$ cat src/hyml_pkg.sv
`default_nettype none

package hyml_pkg;

  // Field widths
  localparam int YEAR_W      = 14;
  localparam int MONTH_W     = 4;
  localparam int MCOUNT_W    = 4;
  localparam int MLEN_W      = 5;
  localparam int YLEN_W      = 9;
  localparam int ELAPSED_W   = 22;

  // Pipeline shape
  localparam int NUM_LANES   = 4;
  localparam int LANE_STAGES = 5;
  localparam int FIN_STAGES  = 2;
  localparam int NUM_STAGES  = LANE_STAGES + FIN_STAGES;

  // Internal widths
  localparam int LANE_Y_W    = 15;  // year + 1, up to 16386
  localparam int LEAP_X_W    = 17;  // 7*y + small constant
  localparam int Q19_W       = 13;
  localparam int MEAN_MON_W  = 18;  // biased month count
  localparam int PARTS_W     = 32;
  localparam int PARTS_SHIFT = 6;   // 25920 = 64 * 405
  localparam int PARTS_HI_W  = PARTS_W - PARTS_SHIFT;
  localparam int PDAY_W      = 17;
  localparam int DAYS_W      = 23;  // biased day count

  // Exact reciprocal multipliers
  localparam logic [17:0] DIV19_MUL    = 18'd220753;
  localparam int          DIV19_SHIFT  = 22;
  localparam logic [26:0] DIV405_MUL   = 27'd84838861;
  localparam int          DIV405_SHIFT = 35;
  localparam logic [7:0]  DIV10_MUL    = 8'd205;
  localparam int          DIV10_SHIFT  = 11;
  localparam int          DIV10_Q_W    = 6;

  // Calendar constants
  localparam logic [4:0]  CYCLE_YEARS     = 5'd19;
  localparam logic [2:0]  LEAP_STEP       = 3'd7;
  localparam logic [3:0]  MONTHS_BASE     = 4'd12;
  localparam logic [13:0] PARTS_PER_MONTH = 14'd13753;
  localparam logic [12:0] PARTS_BIAS      = 13'd5219;  // 12084 shifted by the month bias
  localparam logic [4:0]  MONTH_DAYS      = 5'd29;
  localparam logic [9:0]  DAY_BIAS        = 10'd738;
  localparam logic [2:0]  WEEK_BIAS       = 3'd5;
  localparam logic [8:0]  LEN_POSTPONE2   = 9'd356;
  localparam logic [8:0]  LEN_POSTPONE1   = 9'd382;

  localparam logic [MCOUNT_W-1:0] MONTHS_COMMON = 4'd12;
  localparam logic [MCOUNT_W-1:0] MONTHS_LEAP   = 4'd13;
  localparam logic [MLEN_W-1:0]   DAYS_SHORT    = 5'd29;
  localparam logic [MLEN_W-1:0]   DAYS_FULL     = 5'd30;

  typedef struct packed {
    logic [FIN_STAGES-1:0]  fin_en;
    logic [LANE_STAGES-1:0] lane_en;
  } hyml_ctl_t;

  typedef struct packed {
    logic               leap;
    logic [MONTH_W-1:0] month;
  } hyml_side_t;

endpackage

`default_nettype wire

$ cat src/hyml_ctrl.sv
`default_nettype none

module hyml_ctrl (
  input  wire                  clk,
  input  wire                  rst,
  input  wire                  in_valid,
  output logic                 in_ready,
  output logic                 out_valid,
  input  wire                  out_ready,
  output hyml_pkg::hyml_ctl_t  ctl
);

  logic [hyml_pkg::NUM_STAGES-1:0] vld;
  logic [hyml_pkg::NUM_STAGES-1:0] en;

  // A stage loads when it is empty or its occupant moves on this cycle.
  always_comb begin
    en[hyml_pkg::NUM_STAGES-1] = !vld[hyml_pkg::NUM_STAGES-1] || out_ready;
    for (int k = hyml_pkg::NUM_STAGES - 2; k >= 0; k--) begin
      en[k] = !vld[k] || en[k+1];
    end
  end

  always_ff @(posedge clk) begin
    if (rst) begin
      vld <= '0;
    end else begin
      if (en[0]) begin
        vld[0] <= in_valid;
      end
      for (int k = 1; k < hyml_pkg::NUM_STAGES; k++) begin
        if (en[k]) begin
          vld[k] <= vld[k-1];
        end
      end
    end
  end

  always_comb begin
    ctl.lane_en = en[hyml_pkg::LANE_STAGES-1:0];
    ctl.fin_en  = en[hyml_pkg::NUM_STAGES-1:hyml_pkg::LANE_STAGES];
  end

  assign in_ready  = en[0];
  assign out_valid = vld[hyml_pkg::NUM_STAGES-1];

endmodule

`default_nettype wire

$ cat config.mk
export PLATFORM = sky130hd
export DESIGN_NAME = hyml_ctrl
export DESIGN_NICKNAME = d
export VERILOG_FILES = /design/src/hyml_pkg.sv /design/src/hyml_ctrl.sv
export SDC_FILE = /design/constraint.sdc
export NUM_CORES = 1
export LEC_CHECK = 0
export ABC_AREA = 1
export BUFFER_PORTS_ARGS = -buffer_cell sky130_fd_sc_hd__buf_2
export CAP_MARGIN = 20
export CORE_AREA = 2 2 39 41
export DETAILED_ROUTE_END_ITERATION = 8
export DIE_AREA = 0 0 41 43
export PLACE_DENSITY = 0.45
export SLEW_MARGIN = 20
export SYNTH_ARGS = -nofsm -noshare
export SYNTH_HDL_FRONTEND = slang
export SYNTH_SLANG_ARGS = --single-unit
$ cat constraint.sdc
create_clock -name clk -period 1.1 [get_ports clk]
set_clock_uncertainty 0.1 [all_clocks]
set_input_delay 0.055 -clock clk [delete_from_list [all_inputs] [get_ports clk]]
set_output_delay 0.055 -clock clk [all_outputs]
set_load 0.05 [all_outputs]
==> impl_metrics.py <==
metrics = {
    "layout": {
        "largest_reg_flops": 7,
        "reg.largest.list": "vld: 7 flops",
        "utilization": 0.416,
        "ff_latch_area_um2": 146,
        "fillCellCount": 141,
        "postLayoutCellArea_um2": 576,
        "n_antenna_cell": 0,
        "syn2layout_area_growth_pct": 97.4,
        "fin_nets": 63,
        "multiInputGateArea_um2": 144,
        "largest_register": "vld",
        "drive_gt1_frac": 0.672,
    },
    "floorplanning": {
        "rows": 14,
        "fp.dieArea_um2": 1760,
        "io_pins": 13,
        "fp.dieH_um": 43,
        "initial_utilization": 0.211,
        "core_area_um2": 1380,
        "die_x_um": 41,
    },
    "synthesis": {
        "syn_area_per_cell_um2": 8.83,
        "seq_area_frac_synth": 0.481,
        "synth_seq_cells": 7,
        "yosys.cell_types.count": 11,
        "yosysWarnings": 0,
        "syn_inst": 33,
        "syn_area_um2": 292,
        "synth.net_count": 37,
    },
    "routing": {
        "final_antenna_net_count": 0,
        "drc_errors": 0,
        "num_vias": 290,
        "routed_via_density": 3.92,
        "drtPass1Iterations": 1,
        "wl_um": 642,
        "drt_iter0_drc": 0,
        "wl_per_cell_um": 8.68,
    },
    "clock_tree": {
        "root_buffer": "clkbuf_4",
        "cts_num_sinks": 7,
        "clkTransAtPathRegs_ns": 0.05,
        "cts_tree": "built",
        "numCtsBuffers": 3,
        "ctsHtreeMaxLevel": 1,
        "clockBufferDepth": 2,
        "clk_latency_ns": 0.25,
    },
    "timing": {
        "setup_viol": 11,
        "tightestPinTransition_ns": 0.246,
        "period_needed_ns": 1.36,
        "worst_hold_slack_ns": 0.00989,
        "hold_viol": 0,
        "max_freq_mhz": 736,
        "finalWorstSetupSlack_ns": -0.258,
        "finalMaxSlewViolations": 0,
        "post-route-period-util": 1.23,
        "relSlewSlack": 0.837,
        "rsz0062_at_grt": "yes",
        "fin_tns_setup_ns": -1.75,
    },
    "critical_path": {
        "cp.arrival_ns": 1.20,
        "rr_worst_depth": 6,
        "crit_type": "reg -> out",
        "cp_slowest_stage_delay_ns": 0.34,
        "startpoint_type": "flop",
        "cp_cell_sequence": "nand4_4 -> nor2_4 -> buf_4 -> inv_2 -> buf_6",
        "cpMaxStageDelayCell": "dfxtp_2",
        "cp-end-kind": "primary output",
        "worstPathMaxFanout": 4,
        "worst_ep_required_time_ns": 0.94,
    },
    "placement": {
        "port-buffer-count": 12,
        "hpwl_um": 387,
        "post-place-ws_ns": -0.0943,
        "dpl_cell_area_um2": 409,
        "gp_congestion": 0.595,
    },
    "power": {
        "p_leak_nw": 0.264,
        "p_per_area_nw_per_um2": 910,
        "vdd_drop_max_v": 0.000653,
    },
    "status": {
        "outcome": "complete, but fails checks",
        "failed_checks": "setup timing",
    },
    "min_path": {
        "hold_path.class": "in -> reg",
        "holdPathStages": 4,
    },
    "grt": {
        "antenna_found_initial": 0,
        "globalRouteOverflowTotal": 0,
        "grt_max_degree": 8,
        "first_global_vias": 265,
        "grt_pass1_wl_um": 966,
        "grt_util_all_layers": 0.0896,
    },
    "job": {
        "cap_violations": 0,
    },
}
[per-stage QoR]
| step | power, mW | instances |
|---|---|---|
| detailed placement | 0.290 | 62 |
| floorplan | 0.278 | 33 |
| finish | 0.523 | 74 |
| global placement | 0.291 | 62 |
| CTS | 0.538 | 71 |
| global route | 0.558 | 74 |
[synthesized netlist by cell type]
master / count / share of area
a21oi_1: 4 / 0.069
a21oi_2: 1 / 0.030
buf_4: 1 / 0.026
dfxtp_1: 7 / 0.48
inv_1: 9 / 0.12
nand2_1: 2 / 0.026
nand3_2: 1 / 0.034
nand4_2: 1 / 0.043
nand4_4: 1 / 0.073
nor2_1: 5 / 0.064
nor2_4: 1 / 0.039
[cell usage in the layout (no fill, tap or decap), types with 3 or more instances in the layout]
| master | n |
|---|---|
| clkbuf_4 | 3 |
| dfxtp_1 | 4 |
| buf_6 | 6 |
| a21oi_2 | 3 |
| buf_8 | 3 |
| buf_2 | 4 |
| buf_4 | 7 |
| inv_2 | 3 |
| inv_1 | 6 |
| nor2_1 | 4 |
[path summary, 6_finish.rpt]
| check | start | slack (ns) | to |
|---|---|---|---|
| min reg2reg | vld[4] | 0.37 | vld[5] |
| min | out_ready | 0.01 | vld[5] |
| max reg2reg | vld[4] | -0.20 | vld[0] |
| max | vld[4] | -0.26 | ctl[3] |
[power breakdown]
part / switching, mW / leakage (nW) / internal (mW)
logic: 0.0149 / 0.190 / 0.0133
registers: 0.00651 / 0.0588 / 0.258
clock network: 0.0929 / 0.0150 / 0.138
[cells by family after synthesis]
logic type	synth area share
and+or+nand+nor	0.279
AOI/OAI and AO/OA	0.0987
DFF	0.481
buffers and inverters	0.142
[critical path: cells and delay by family (launching register included)]
kind                   cells  cell delay [ns]
buffers and inverters      3             0.32
DFF                        1             0.34
and+or+nand+nor            2             0.29
[routing by layer]
layer  share of wire  vias to the layer above  GRT usage
met2            0.54                       16      0.134
met4               0                        0     0.0400
met1            0.35                      124     0.0812
met5               0                        -          0
li1                -                      150          -
met3            0.10                        0     0.0785
[cell type report]
| type | instances | share of cell area |
|---|---|---|
| repair buffers | 22 | 0.357 |
| flip-flops and latches | 7 | 0.254 |
| clock buffers | 4 | 0.0457 |
| inverters | 9 | 0.0587 |
| well taps | 16 | 0.0348 |
| multi-input cells | 16 | 0.250 |
[what timing repair did]
action,CTS,global route
pin swaps,1,1
hold endpoints to repair,7,0
buffers inserted,3,4
resized for setup,21,7
gates cloned,0,0
endpoints found under the setup margin,10,12
hold buffers,2,0
(Power assumes the default switching activity.)
