[src/hyml_pkg.sv]
`default_nettype none

package hyml_pkg;

  // Field widths
  localparam int YEAR_W      = 14;
  localparam int MONTH_W     = 4;
  localparam int MCOUNT_W    = 4;
  localparam int MLEN_W      = 5;
  localparam int YLEN_W      = 9;
  localparam int ELAPSED_W   = 22;

  // Pipeline shape
  localparam int NUM_LANES   = 4;
  localparam int LANE_STAGES = 5;
  localparam int FIN_STAGES  = 2;
  localparam int NUM_STAGES  = LANE_STAGES + FIN_STAGES;

  // Internal widths
  localparam int LANE_Y_W    = 15;  // year + 1, up to 16386
  localparam int LEAP_X_W    = 17;  // 7*y + small constant
  localparam int Q19_W       = 13;
  localparam int MEAN_MON_W  = 18;  // biased month count
  localparam int PARTS_W     = 32;
  localparam int PARTS_SHIFT = 6;   // 25920 = 64 * 405
  localparam int PARTS_HI_W  = PARTS_W - PARTS_SHIFT;
  localparam int PDAY_W      = 17;
  localparam int DAYS_W      = 23;  // biased day count

  // Exact reciprocal multipliers
  localparam logic [17:0] DIV19_MUL    = 18'd220753;
  localparam int          DIV19_SHIFT  = 22;
  localparam logic [26:0] DIV405_MUL   = 27'd84838861;
  localparam int          DIV405_SHIFT = 35;
  localparam logic [7:0]  DIV10_MUL    = 8'd205;
  localparam int          DIV10_SHIFT  = 11;
  localparam int          DIV10_Q_W    = 6;

  // Calendar constants
  localparam logic [4:0]  CYCLE_YEARS     = 5'd19;
  localparam logic [2:0]  LEAP_STEP       = 3'd7;
  localparam logic [3:0]  MONTHS_BASE     = 4'd12;
  localparam logic [13:0] PARTS_PER_MONTH = 14'd13753;
  localparam logic [12:0] PARTS_BIAS      = 13'd5219;  // 12084 shifted by the month bias
  localparam logic [4:0]  MONTH_DAYS      = 5'd29;
  localparam logic [9:0]  DAY_BIAS        = 10'd738;
  localparam logic [2:0]  WEEK_BIAS       = 3'd5;
  localparam logic [8:0]  LEN_POSTPONE2   = 9'd356;
  localparam logic [8:0]  LEN_POSTPONE1   = 9'd382;

  localparam logic [MCOUNT_W-1:0] MONTHS_COMMON = 4'd12;
  localparam logic [MCOUNT_W-1:0] MONTHS_LEAP   = 4'd13;
  localparam logic [MLEN_W-1:0]   DAYS_SHORT    = 5'd29;
  localparam logic [MLEN_W-1:0]   DAYS_FULL     = 5'd30;

  typedef struct packed {
    logic [FIN_STAGES-1:0]  fin_en;
    logic [LANE_STAGES-1:0] lane_en;
  } hyml_ctl_t;

  typedef struct packed {
    logic               leap;
    logic [MONTH_W-1:0] month;
  } hyml_side_t;

endpackage

`default_nettype wire

[src/hyml_lane.sv]
`default_nettype none

// Mean molad day count with weekday postponement for one year.
// year_p1 is the evaluated year plus one; days is the count plus DAY_BIAS.
module hyml_lane (
  input  wire                                clk,
  input  wire hyml_pkg::hyml_ctl_t           ctl,
  input  wire [hyml_pkg::LANE_Y_W-1:0]       year_p1,
  output logic [hyml_pkg::DAYS_W-1:0]        days
);

  // Octal digit sum, 8 == 1 mod 7.
  function automatic logic [2:0] mod7(input logic [hyml_pkg::DAYS_W-1:0] x);
    logic [hyml_pkg::DAYS_W:0] xp;
    logic [5:0]                s1;
    logic [3:0]                s2;
    xp = {1'b0, x};
    s1 = '0;
    for (int i = 0; i < 8; i++) begin
      s1 = s1 + 6'(xp[3*i +: 3]);
    end
    s2 = 4'(s1[5:3]) + 4'(s1[2:0]);
    mod7 = (s2 >= 4'(hyml_pkg::LEAP_STEP)) ? 3'(s2 - 4'(hyml_pkg::LEAP_STEP)) : s2[2:0];
  endfunction

  // Stage 1: quotient of (7*y1 + 6) / 19
  logic [hyml_pkg::LEAP_X_W-1:0]         a_val;
  logic [hyml_pkg::LEAP_X_W+17:0]        a_prod;
  logic [hyml_pkg::LANE_Y_W-1:0]         s1_y;
  logic [hyml_pkg::Q19_W-1:0]            s1_q19;

  assign a_val  = 17'(year_p1) * 17'(hyml_pkg::LEAP_STEP) + 17'd6;
  assign a_prod = 35'(a_val) * 35'(hyml_pkg::DIV19_MUL);

  always_ff @(posedge clk) begin
    if (ctl.lane_en[0]) begin
      s1_y   <= year_p1;
      s1_q19 <= a_prod[hyml_pkg::DIV19_SHIFT +: hyml_pkg::Q19_W];
    end
  end

  // Stage 2: biased month count and parts
  logic [hyml_pkg::MEAN_MON_W-1:0]  mon;
  logic [hyml_pkg::PARTS_W-1:0]     parts;
  logic [hyml_pkg::MEAN_MON_W-1:0]  s2_mon;
  logic [hyml_pkg::PARTS_HI_W-1:0]  s2_ph;

  assign mon   = 18'(s1_y) * 18'(hyml_pkg::MONTHS_BASE) + 18'(s1_q19);
  assign parts = 32'(mon) * 32'(hyml_pkg::PARTS_PER_MONTH) + 32'(hyml_pkg::PARTS_BIAS);

  always_ff @(posedge clk) begin
    if (ctl.lane_en[1]) begin
      s2_mon <= mon;
      s2_ph  <= parts[hyml_pkg::PARTS_SHIFT +: hyml_pkg::PARTS_HI_W];
    end
  end

  // Stage 3: whole days from parts, / 405 after the shift by 64
  logic [hyml_pkg::PARTS_HI_W+26:0]  q_prod;
  logic [hyml_pkg::MEAN_MON_W-1:0]   s3_mon;
  logic [hyml_pkg::PDAY_W-1:0]       s3_q;

  assign q_prod = 53'(s2_ph) * 53'(hyml_pkg::DIV405_MUL);

  always_ff @(posedge clk) begin
    if (ctl.lane_en[2]) begin
      s3_mon <= s2_mon;
      s3_q   <= q_prod[hyml_pkg::DIV405_SHIFT +: hyml_pkg::PDAY_W];
    end
  end

  // Stage 4: day count before postponement
  logic [hyml_pkg::DAYS_W-1:0] s4_d;

  always_ff @(posedge clk) begin
    if (ctl.lane_en[3]) begin
      s4_d <= 23'(s3_mon) * 23'(hyml_pkg::MONTH_DAYS) + 23'(s3_q);
    end
  end

  // Stage 5: postpone when 3*(days+1) mod 7 < 3, i.e. (days+1) mod 7 is 0, 3 or 5
  logic [2:0] wd;
  logic       post;

  assign wd = mod7(s4_d + 23'(hyml_pkg::WEEK_BIAS));

  always_comb begin
    case (wd)
      3'd0, 3'd3, 3'd5: post = 1'b1;
      default:          post = 1'b0;
    endcase
  end

  always_ff @(posedge clk) begin
    if (ctl.lane_en[4]) begin
      days <= s4_d + 23'(post);
    end
  end

endmodule

`default_nettype wire

[config.mk]
export PLATFORM = sky130hd
export DESIGN_NAME = hyml_lane
export DESIGN_NICKNAME = d
export VERILOG_FILES = /design/src/hyml_pkg.sv /design/src/hyml_lane.sv
export SDC_FILE = /design/constraint.sdc
export NUM_CORES = 2
export LEC_CHECK = 0
export ABC_AREA = 1
export BUFFER_PORTS_ARGS = -buffer_cell sky130_fd_sc_hd__buf_2
export CAP_MARGIN = 40
export CORE_MARGIN = 2
export CORE_UTILIZATION = 40
export CTS_CLUSTER_SIZE = 14
export DETAILED_ROUTE_END_ITERATION = 12
export PLACE_DENSITY = 0.59
export SLEW_MARGIN = 20
export SYNTH_ARGS = -nofsm -noshare
export SYNTH_HDL_FRONTEND = slang
export SYNTH_SLANG_ARGS = --single-unit
[constraint.sdc]
create_clock -name clk -period 18.15 [get_ports clk]
set_input_delay 1.815 -clock clk [delete_from_list [all_inputs] [get_ports clk]]
set_output_delay 1.815 -clock clk [all_outputs]
set_load 0.005 [all_outputs]
==> results.yml <==
drt:
  vias: 24000
  avgViaCountPerCell: 4.82
  drt-wirelength-per-cell_um: 16.4
  ant_nets: 0
  wirelength_um: 81700
  firstDrtPassIters: 7
  drcViolationCount: 0
  drt-initial-drc-count: 1040
setup_path:
  crit_end: "s1_q19[6]"
  cp.depth: 36
  slowest_stage: "xor2_1"
  crit_buf_inv: 9
  reg2reg_depth: 25
  start_kind: "input pin"
  crit_path_max_fanout: 10
  r2r_slack_ps: 10230
  cpPeakStageDelay_ps: 590
  path_delay_family: "adder cells"
  critPathMostFrequentCell: "inv_1"
  crit_start: "year_p1[0]"
  cp-end-kind: "register"
  r2r_start: "s1_y[0]"
  worstPathRequired_ps: 18350
  worstReg2RegEnd: "s2_ph[15]"
  path_class: "input pin to register"
  crit_arrival_ps: 10350
grt:
  antenna_found_initial: 0
  grt_pass1_vias: 25400
  grt.total_usage: 0.194
  grt_pass1_wl_um: 133000
  overflow: 0
  grt_start_max_net_pins: 37
synthesis:
  synth-seq-cells: 153
  netlist_instances: 3756
  yosys.area.top_type: "fa_1"
  yosys_warnings: 0
  synth_area_leaders: "fa_1 30%, ha_1 25%, edfxtp_1 13%"
  syn_area_per_cell_um2: 9.11
  ys.flop_type: "edfxtp_1"
  synth_edf_count: 153
  ys_seq_area_frac: 0.134
  yosysTopAreaCellShare: 0.299
  syn-num-nets: 4963
  post_synth_num_cell_types: 45
  synth_async_sr_flop_share: 0
  syn_area_um2: 34200
cts:
  cts_tree: "done"
  clk_pin_slew_ps: 70
  h-tree-depth: 4
  clock_sinks: 153
  clock_latency_ps: 450
  cts_resized: 0
  post-cts-setup-buffer-count: 0
  cts_made_buffers: 17
  hold_buffers: 0
  clockRootBuffer: "clkbuf_16"
  clockBufferDepth: 2
sta:
  hold_viol_final: 0
  worstMarginPinSlew_ps: 843
  max_freq_mhz: 98.5
  rsz0062_at_grt: "no"
  fin_skew_ps: 11.1
  setup_viol: 0
  final-max-slew-violation-count: 0
  post-route-period-util: 0.559
  setup_tns_ps: 0
  fin_crit_ps: 10150
  slew_headroom: 0.434
placement:
  portBuffers: 43
  place_congestion: 0.942
  hpwlAfterDp_um: 73400
cells_and_area:
  multi_input_area_um2: 25800
  num-nets-final: 5033
  area_growth_pct: 6.75
  antenna_cells: 0
  ff_latch_area_um2: 4590
  drive_gt1_frac: 0.0313
  nFillCells: 8432
floorplanning:
  io_pins: 46
  row_count: 107
  die_x_um: 297
  coreArea_um2: 85000
  initial_core_util: 0.403
  die_h_um: 297
  die_area_um2: 87900
flow_run:
  drv_cap: 0
hold_path:
  hold_class: "register to register"
run_status:
  status: "complete, no violations"
==> placed cells by master (no fill, tap or decap), types with 6 or more instances in the layout <==
cell type,synthesis,final
o21bai_1,18,18
clkbuf_16,0,17
ha_1,673,673
a21oi_1,178,178
o21ai_0,106,106
o21ai_1,7,7
nor2_1,201,201
nand2_1,448,448
a31oi_1,15,15
nor4_1,10,10
xor2_1,111,111
nand4_1,34,34
nand2_2,12,12
o21a_1,6,6
buf_2,0,44
inv_1,1011,1011
nor3_1,40,40
xnor2_1,42,42
a21o_1,18,18
edfxtp_1,153,153
fa_1,511,511
nand3_1,108,108
==> through the flow <==
step | hold slack [ps] | area, um2 | setup slack [ps] | std cells | util
after floorplan | 400 | 34200 | 9180 | 3756 | -
after CTS | 418 | 36500 | 7930 | 4981 | 0.430
after detailed placement | 405 | 35900 | 7440 | 4949 | 0.423
after global routing | 419 | 36500 | 7300 | 4983 | 0.430
final | 417 | 36500 | 8000 | 4983 | 0.430
after global placement | 402 | 35900 | 7420 | 4943 | 0.422
==> state kept, by name (all words and copies together) (netlist names) <==
signal	cells
s2_ph	26
days	23
s4_d	23
s2_mon	18
s3_mon	18
s3_q	17
s1_y	15
s1_q19	13
==> worst reg2reg max path: cells and delay by family, from the launching register on <==
kind / cells / cell delay [ps]
compound gates: 5 / 950
buf+inv: 3 / 290
flops: 1 / 470
fa+ha+maj: 10 / 4320
simple gates: 4 / 590
xor+xnor: 3 / 1050
==> layer usage <==
metal | wire length, um | up-vias | global-route usage
met3 | 1920 | 90 | 0.0173
met2 | 41300 | 333 | 0.353
li1 | - | 12000 | -
met1 | 36800 | 11600 | 0.248
met5 | 0 | - | 0
met4 | 1750 | 0 | 0.0457
==> final cells by class <==
cell class                 instances  area share
multi-input combinational       2589       0.707
clock buffer                      17      0.0116
tap                             1144      0.0392
timing repair buffer              52     0.00829
clock inverter                    15     0.00431
inverter                        1013       0.104
sequential                       153       0.126
==> kinds of logic after synthesis <==
kind of cell,share of synthesized area
adders and majority gates,0.545
AOI/OAI and AO/OA,0.0608
buffers and inverters,0.111
xor gates and xnor gates,0.0396
DFF,0.134
and+or+nand+nor,0.109
==> cells in the mapped netlist, types with 2 or more instances <==
cell type     n
xnor2_1      42
nand4_1      34
or2_2         5
xor2_1      111
a21o_1       18
a31o_2        2
a21boi_0      4
nand3b_1      2
nand3_1     108
o21a_1        6
inv_1      1011
nand2_1     448
a211oi_1      4
o2111ai_1     2
a21oi_1     178
nor2_1      201
nand2_2      12
inv_2         2
ha_1        673
o211ai_1      3
o21ai_0     106
a21boi_1      3
nor4_1       10
and3_1        2
o21bai_1     18
nor3_2        5
a31oi_1      15
nor3_1       40
o311ai_0      2
o31ai_1       3
edfxtp_1    153
fa_1        511
o21ai_1       7
nand2_4       2
nand3_2       3
==> how the worst min path moves through the flow <==
stage	start	to	slack, ps	cells past startpoint
2_1_floorplan	s2_mon[0]	s3_mon[0]	400	0
3_3_place_gp	s2_mon[6]	s3_mon[6]	400	0
3_5_place_dp	s2_mon[13]	s3_mon[13]	400	0
4_1_cts	s2_mon[3]	s3_mon[3]	420	0
5_1_grt	s2_mon[6]	s3_mon[6]	420	0
6_report	s2_mon[3]	s3_mon[3]	420	0
Power is left out: the tool's default activity adds up to more than one toggle a clock period on the data nets, which glitch-free logic cannot reach.
